==> config.mk <==
export PLATFORM = sky130hd
export DESIGN_NAME = single_wire_sensor_frame_decoder
export DESIGN_NICKNAME = d
export VERILOG_FILES = /design/src/design/sfd_pkg.sv /design/src/design/sfd_core.sv /design/src/design/single_wire_sensor_frame_decoder.sv
export SDC_FILE = /design/constraint.sdc
export NUM_CORES = 1
export LEC_CHECK = 0
export ABC_AREA = 1
export BUFFER_PORTS_ARGS = -buffer_cell sky130_fd_sc_hd__buf_2
export CELL_PAD_IN_SITES_DETAIL_PLACEMENT = 1
export CELL_PAD_IN_SITES_GLOBAL_PLACEMENT = 1
export CORE_MARGIN = 2
export CORE_UTILIZATION = 40
export DETAILED_ROUTE_END_ITERATION = 10
export HOLD_SLACK_MARGIN = 0.02
export PLACE_DENSITY_LB_ADDON = 0.1
export SKIP_CTS_REPAIR_TIMING = 1
export SYNTH_ARGS = -nofsm -noshare
export SYNTH_HDL_FRONTEND = slang
export SYNTH_SLANG_ARGS = --single-unit
==> constraint.sdc <==
create_clock -name clk -period 9.3 [get_ports clk]
set_input_delay 1.86 -clock clk [delete_from_list [all_inputs] [get_ports clk]]
set_output_delay 1.86 -clock clk [all_outputs]
set_load 0.02 [all_outputs]
==> src/design/sfd_pkg.sv <==
// ----------------------------------------------------------------------------
// sfd_pkg: shared types and constants of the single-wire frame decoder
// Edge and status codes, frame geometry and the result record.
// ----------------------------------------------------------------------------
`default_nettype none

package sfd_pkg;

	localparam int unsigned HANDSHAKE_EDGES = 2;
	localparam int unsigned DECODE_EDGES    = 80;
	localparam int unsigned FRAME_BITS      = 40;

	localparam int unsigned WORD_W      = 40;
	localparam int unsigned TS_W        = 64;
	localparam int unsigned THR_W       = 32;
	localparam int unsigned HS_CNT_W    = 2;
	localparam int unsigned DEC_CNT_W   = 7;
	localparam int unsigned BIT_IDX_W   = 6;
	localparam int unsigned BYTE_W      = 8;

	localparam logic [THR_W-1:0] THRESHOLD_RESET = 32'd60000;

	typedef enum logic [1:0] {
		EDGE_FALL = 2'd0,
		EDGE_RISE = 2'd1
	} edge_kind_t;

	typedef enum logic [1:0] {
		STATUS_PENDING = 2'd0,
		STATUS_GOOD    = 2'd1,
		STATUS_BAD     = 2'd2,
		STATUS_ABORTED = 2'd3
	} status_t;

	typedef struct packed {
		status_t               status;
		logic [BYTE_W-1:0]     humidity_int;
		logic [BYTE_W-1:0]     humidity_frac;
		logic [BYTE_W-1:0]     temp_int;
		logic [BYTE_W-1:0]     temp_frac;
		logic [BYTE_W-1:0]     received_checksum;
		logic [BIT_IDX_W-1:0]  bits_received;
	} result_t;

endpackage

`default_nettype wire

==> src/design/sfd_core.sv <==
// ----------------------------------------------------------------------------
// sfd_core: frame state and edge decode
// Holds the frame state, applies one edge transaction per step and presents
// the result for the state after that step.
// ----------------------------------------------------------------------------
`default_nettype none

module sfd_core (
	input  wire logic                              clk,
	input  wire logic                              arst_n,
	input  wire logic                              step,
	input  wire logic                              func,
	input  wire logic [1:0]                        edge_kind,
	input  wire logic [sfd_pkg::TS_W-1:0]          timestamp_ns,
	input  wire logic [sfd_pkg::THR_W-1:0]         one_threshold_ns,
	output sfd_pkg::result_t                       result
);

	logic [sfd_pkg::HS_CNT_W-1:0]  hs_cnt_q, hs_cnt_d;
	logic [sfd_pkg::DEC_CNT_W-1:0] dec_cnt_q, dec_cnt_d;
	logic [sfd_pkg::TS_W-1:0]      rise_time_q, rise_time_d;
	logic                          rise_valid_q, rise_valid_d;
	logic [sfd_pkg::BIT_IDX_W-1:0] bit_idx_q, bit_idx_d;
	logic [sfd_pkg::WORD_W-1:0]    word_q, word_d;
	logic                          aborted_q, aborted_d;

	logic [sfd_pkg::TS_W-1:0]      pulse;
	logic                          one_bit;
	logic [sfd_pkg::BYTE_W-1:0]    sum;

	assign pulse   = timestamp_ns - rise_time_q;
	assign one_bit = pulse > {{(sfd_pkg::TS_W - sfd_pkg::THR_W){1'b0}}, one_threshold_ns};

	always_comb begin
		hs_cnt_d     = hs_cnt_q;
		dec_cnt_d    = dec_cnt_q;
		rise_time_d  = rise_time_q;
		rise_valid_d = rise_valid_q;
		bit_idx_d    = bit_idx_q;
		word_d       = word_q;
		aborted_d    = aborted_q;
		if (step) begin
			if (func) begin
				hs_cnt_d     = '0;
				dec_cnt_d    = '0;
				rise_time_d  = '0;
				rise_valid_d = 1'b0;
				bit_idx_d    = '0;
				word_d       = '0;
				aborted_d    = 1'b0;
			end else if (!aborted_q &&
					dec_cnt_q < sfd_pkg::DEC_CNT_W'(sfd_pkg::DECODE_EDGES)) begin
				if (hs_cnt_q < sfd_pkg::HS_CNT_W'(sfd_pkg::HANDSHAKE_EDGES)) begin
					hs_cnt_d = hs_cnt_q + 1'b1;
				end else begin
					case (edge_kind)
						sfd_pkg::EDGE_RISE: begin
							rise_time_d  = timestamp_ns;
							rise_valid_d = 1'b1;
							dec_cnt_d    = dec_cnt_q + 1'b1;
						end
						sfd_pkg::EDGE_FALL: begin
							if (rise_valid_q) begin
								if (bit_idx_q < sfd_pkg::BIT_IDX_W'(sfd_pkg::FRAME_BITS)) begin
									word_d = word_q | ({{(sfd_pkg::WORD_W-1){1'b0}}, one_bit}
										<< (sfd_pkg::BIT_IDX_W'(sfd_pkg::WORD_W - 1) - bit_idx_q));
									bit_idx_d = bit_idx_q + 1'b1;
								end
								rise_valid_d = 1'b0;
							end
							dec_cnt_d = dec_cnt_q + 1'b1;
						end
						default: begin
							aborted_d = 1'b1;
						end
					endcase
				end
			end
		end
	end

	always_ff @(posedge clk or negedge arst_n) begin
		if (!arst_n) begin
			hs_cnt_q     <= '0;
			dec_cnt_q    <= '0;
			rise_time_q  <= '0;
			rise_valid_q <= 1'b0;
			bit_idx_q    <= '0;
			word_q       <= '0;
			aborted_q    <= 1'b0;
		end else begin
			hs_cnt_q     <= hs_cnt_d;
			dec_cnt_q    <= dec_cnt_d;
			rise_time_q  <= rise_time_d;
			rise_valid_q <= rise_valid_d;
			bit_idx_q    <= bit_idx_d;
			word_q       <= word_d;
			aborted_q    <= aborted_d;
		end
	end

	assign sum = word_d[39:32] + word_d[31:24] + word_d[23:16] + word_d[15:8];

	always_comb begin
		result.humidity_int      = word_d[39:32];
		result.humidity_frac     = word_d[31:24];
		result.temp_int          = word_d[23:16];
		result.temp_frac         = word_d[15:8];
		result.received_checksum = word_d[7:0];
		result.bits_received     = bit_idx_d;
		if (aborted_d) begin
			result.status = sfd_pkg::STATUS_ABORTED;
		end else if (dec_cnt_d >= sfd_pkg::DEC_CNT_W'(sfd_pkg::DECODE_EDGES)) begin
			result.status = (sum == word_d[7:0]) ? sfd_pkg::STATUS_GOOD : sfd_pkg::STATUS_BAD;
		end else begin
			result.status = sfd_pkg::STATUS_PENDING;
		end
	end

endmodule

`default_nettype wire

==> src/design/single_wire_sensor_frame_decoder.sv <==
// ----------------------------------------------------------------------------
// single_wire_sensor_frame_decoder: 40-bit pulse-width frame decoder
// Input register, then result register, between input transaction and result.
// Throughput: one transaction per cycle while m_tready accepts results, bounded
// by the 64-bit pulse subtract and threshold compare in the frame state update.
// Reset: asynchronous; clears the frame state and sets the threshold to 60000.
// Exactly one result transaction follows each input transaction.
// ----------------------------------------------------------------------------
`default_nettype none

module single_wire_sensor_frame_decoder (
	input  wire logic                           clk,
	input  wire logic                           arst_n,
	input  wire logic                           cfg_we,
	input  wire logic [sfd_pkg::THR_W-1:0]      cfg_wdata,    // one_threshold_ns
	input  wire logic                           s_tvalid,
	output      logic                           s_tready,
	input  wire logic [63:0]                    s_tdata,      // timestamp_ns
	input  wire logic [2:0]                     s_tuser,      // func, edge_kind
	output      logic                           m_tvalid,
	input  wire logic                           m_tready,
	output      logic [47:0]                    m_tdata,      // humidity_int,
	                                                          // humidity_frac, temp_int,
	                                                          // temp_frac, received_checksum,
	                                                          // bits_received, zero pad
	output      logic [1:0]                     m_tuser       // status
);

	logic [sfd_pkg::THR_W-1:0] threshold_q;

	logic                      valid_s1;
	logic                      func_s1;
	logic [1:0]                kind_s1;
	logic [sfd_pkg::TS_W-1:0]  ts_s1;

	logic                      valid_s2;
	sfd_pkg::result_t          result_s2;
	sfd_pkg::result_t          result;

	logic                      advance;

	assign advance  = !valid_s2 || m_tready;
	assign s_tready = !valid_s1 || advance;

	always_ff @(posedge clk or negedge arst_n) begin
		if (!arst_n) begin
			threshold_q <= sfd_pkg::THRESHOLD_RESET;
		end else if (cfg_we) begin
			threshold_q <= cfg_wdata;
		end
	end

	always_ff @(posedge clk or negedge arst_n) begin
		if (!arst_n) begin
			valid_s1 <= 1'b0;
		end else if (s_tready) begin
			valid_s1 <= s_tvalid;
		end
	end

	always_ff @(posedge clk) begin
		if (s_tvalid && s_tready) begin
			func_s1 <= s_tuser[0];
			kind_s1 <= s_tuser[2:1];
			ts_s1   <= s_tdata;
		end
	end

	sfd_core u_core (
		.clk              (clk),
		.arst_n           (arst_n),
		.step             (valid_s1 && advance),
		.func             (func_s1),
		.edge_kind        (kind_s1),
		.timestamp_ns     (ts_s1),
		.one_threshold_ns (threshold_q),
		.result           (result)
	);

	always_ff @(posedge clk or negedge arst_n) begin
		if (!arst_n) begin
			valid_s2 <= 1'b0;
		end else if (advance) begin
			valid_s2 <= valid_s1;
		end
	end

	always_ff @(posedge clk) begin
		if (advance && valid_s1) begin
			result_s2 <= result;
		end
	end

	assign m_tvalid = valid_s2;
	assign m_tuser  = result_s2.status;
	assign m_tdata  = {2'b00,
	                   result_s2.bits_received,
	                   result_s2.received_checksum,
	                   result_s2.temp_frac,
	                   result_s2.temp_int,
	                   result_s2.humidity_frac,
	                   result_s2.humidity_int};

endmodule

`default_nettype wire

==> results.md <==
- Chip Height: 213.0 µm
- Sink Count: 270
- Initial Utilization: 0.4057
- Post-synth top flop: dfrtp_1
- First DRT Iteration DRCs: 713
- Leak: 10.56 nW
- Yosys reg bits: 270
- Max-slew headroom: 0.1784
- Layout filler cell count: 5479
- RSZ-0062 raised after global routing: false
- First-pass GRT wire length: 89.44 mm
- # H-tree levels: 1
- Total CTS buffers: 31
- Leading area contributor after synthesis: dfrtp_1
- Critical Path Fanout Max: 9
- Clock slew seen by the registers of the worst setup and hold paths: 0.07 ns
- Area delta synth->final: 14.18%
- Status: complete, no violations
- # diodes: 0
- Worst Setup End Kind: flop
- Hold Path Class: flop to flop
- Crit path DAT: 8.46 ns
- Total GRT Usage: 0.2527
- Final hold vios: 0
- Final non-filler cell total: 3116
- Final #Nets: 2731
- Largest net degree at the start of global routing: 125
- Final worst path period share: 0.8704
- Most frequent cells in the layout: nand2_1 (694), inv_1 (495), nor2_1 (165)
- Min Tclk post-route: 8.095 ns
- Clock skew: 0.01956 ns
- Tot Pwr: 4.788 mW
- PwrDens: 240.0 nW/µm²
- Residual DRC: 0
- Placeable Area: 43080 µm²
- Worst Path Required: 9.67 ns
- Kind of cell adding the most delay to the critical path: simple AND/OR/NAND/NOR gates
- Netlist Area Pre-Place: 17480 µm²
- Cells after DPL: 3058
- Most common cell after layout, fill and taps aside: nand2_1
- Die width: 213.0 µm
- Max clock buf depth: 3
- Maximum vdd drop: 0.1544 mV
- Critical path class: flop to flop
- Post-route setup TNS: 0 ns
- Port-buffer cells: 153
- Num rows: 76
- Cell count after synthesis: 2351
- Sequential area share after synthesis: 0.4200
- Post-synth EDFFs: 115
- Final Max Slew Viols: 0
- Max-Cap Viols: 0
- Slowest stage delay, CP: 0.47 ns
- Vias: 15370
- Ports: 156
- Vias in the first global route: 16780
- CTS tree: built
- Total Wirelength: 55.40 mm
- Initial antenna violation count: 0
- DR WL/cell: 17.78 µm
- Die area: 45380 µm²
- Finished Core Util: 0.4632
- Post-synthesis cell type count: 47
- Peak Freq: 123.5 MHz
- Worst Tran Pin Value: 1.232 ns
- Vias per cell: 4.932
- Share of cells above drive strength 1: 0.1079
- Final setup fails: 0
- Register Area: 7341 µm²
- ANT nets after route: 0
- Synth top area share: 0.2119
- Yosys warning count: 0
- Worst path most repeated cell: nand2_1
- Gpl congestion: 0.9220
- Syn avg cell area: 7.434 µm²
- Synth top area cells: dfrtp_1 (21%), edfxtp_1 (20%), nand2_1 (15%), inv_1 (11%), ha_1 (7.6%)
- Worst-Skew Late Latency: 0.61 ns
- CP startpoint kind: flop
- Detail Placement HPWL: 44.14 mm
- Async set-reset flop share out of synthesis: 0.5741
- Clk Tree Root Cell: clkbuf_16
- Buffers and inverters on the worst path: 5
- Area occupied by multi-input gates: 8104 µm²
- Slowest-stage cell, CP: fa_1
- Grt total ovfl: 0
- TritonRoute pass-1 iters: 5
## synthesized netlist by cell type (all sizes together) (7+ instances only)
cell	n
nand3b	10
fa	15
xor2	36
clkbuf	33
o21ai	133
nand2	702
nand3	167
nor2	187
inv	502
nor3	20
dfstp	7
nand4	25
dfrtp	148
ha	106
edfxtp	115
a31oi	8
o21bai	10
a21oi	93
## worst reg2reg max path: cells and delay by family, from the launching register on
family / cells / cell delay (ns)
compound gates: 4 / 0.88
xor+xnor: 2 / 0.45
fa+ha+maj: 7 / 2.44
buf+inv: 5 / 0.37
flops: 1 / 0.35
simple gates: 30 / 3.37
## power by group
group          total (mW)  internal [mW]  leakage (nW)  switching (mW)
Clock                1.28          0.758         0.513           0.526
Sequential           1.47           1.41          3.16          0.0605
Combinational        2.03          0.643          6.89            1.39
## worst paths after layout
kind | start | end | slack (ns) | depth (start not counted)
max | ts_s1[0] | m_tuser[1] | 1.21 | 48
min | threshold_q[13] | threshold_q[13] | 0.50 | 2
max reg2reg | ts_s1[0] | m_tuser[1] | 1.21 | 48
min in group asynchronous | arst_n | threshold_q[25] | 1.33 | 1
max in group asynchronous | arst_n | u_core.rise_time_q[11] | 6.39 | 2
min reg2reg | threshold_q[13] | threshold_q[13] | 0.50 | 2
## stage by stage
step                hold slack, ns  instance area, µm²  worst slack (ns)
finish                      0.4966               19950             1.205
global route                0.5232               19950            0.4054
CTS                         0.5002               19950             1.168
detailed placement          0.4923               18890             1.222
global placement            0.4884               18890             1.475
floorplan                   0.4620               17480             2.816
## flip-flops by register name, indices dropped and copies added (netlist names)
signal	flops
ts_s1	64
kind_s1	2
u_core.hs_cnt_q	2
m_tuser	2
threshold_q	32
u_core.dec_cnt_q	7
u_core.rise_valid_q	1
u_core.bit_idx_q	6
m_tvalid	1
u_core.word_q	40
valid_s1	1
u_core.rise_time_q	64
func_s1	1
u_core.aborted_q	1
m_tdata	46
## layout make-up
class / instances / share of cell area
flip-flops and latches: 270 / 0.3679
clock inverters: 19 / 0.01110
multi-input cells: 1540 / 0.4061
inverters: 504 / 0.09481
clock buffers: 39 / 0.04245
repair buffers: 159 / 0.04095
well taps: 585 / 0.03668
## cells by family (layout without fill, tap and decap cells)
logic type | after synthesis | in the layout | synth area share
and+or+nand+nor | 1121 | 1121 | 0.2715
other | 1 | 2 | 0.0002146
buffers and inverters | 542 | 721 | 0.1169
DFF | 270 | 270 | 0.4200
adders and majority gates | 121 | 121 | 0.09307
AOI/OAI and AO/OA | 256 | 256 | 0.07804
muxes | 1 | 1 | 0.0006443
xor gates and xnor gates | 39 | 39 | 0.01954
## per-layer routing
metal,vias up,share of wire,global-route usage
met4,0,0.024,0.05980
met5,-,0,0
met1,7452,0.45,0.3253
li1,7650,-,-
met2,200,0.49,0.4545
met3,67,0.029,0.02559
(Power assumes the default switching activity.)
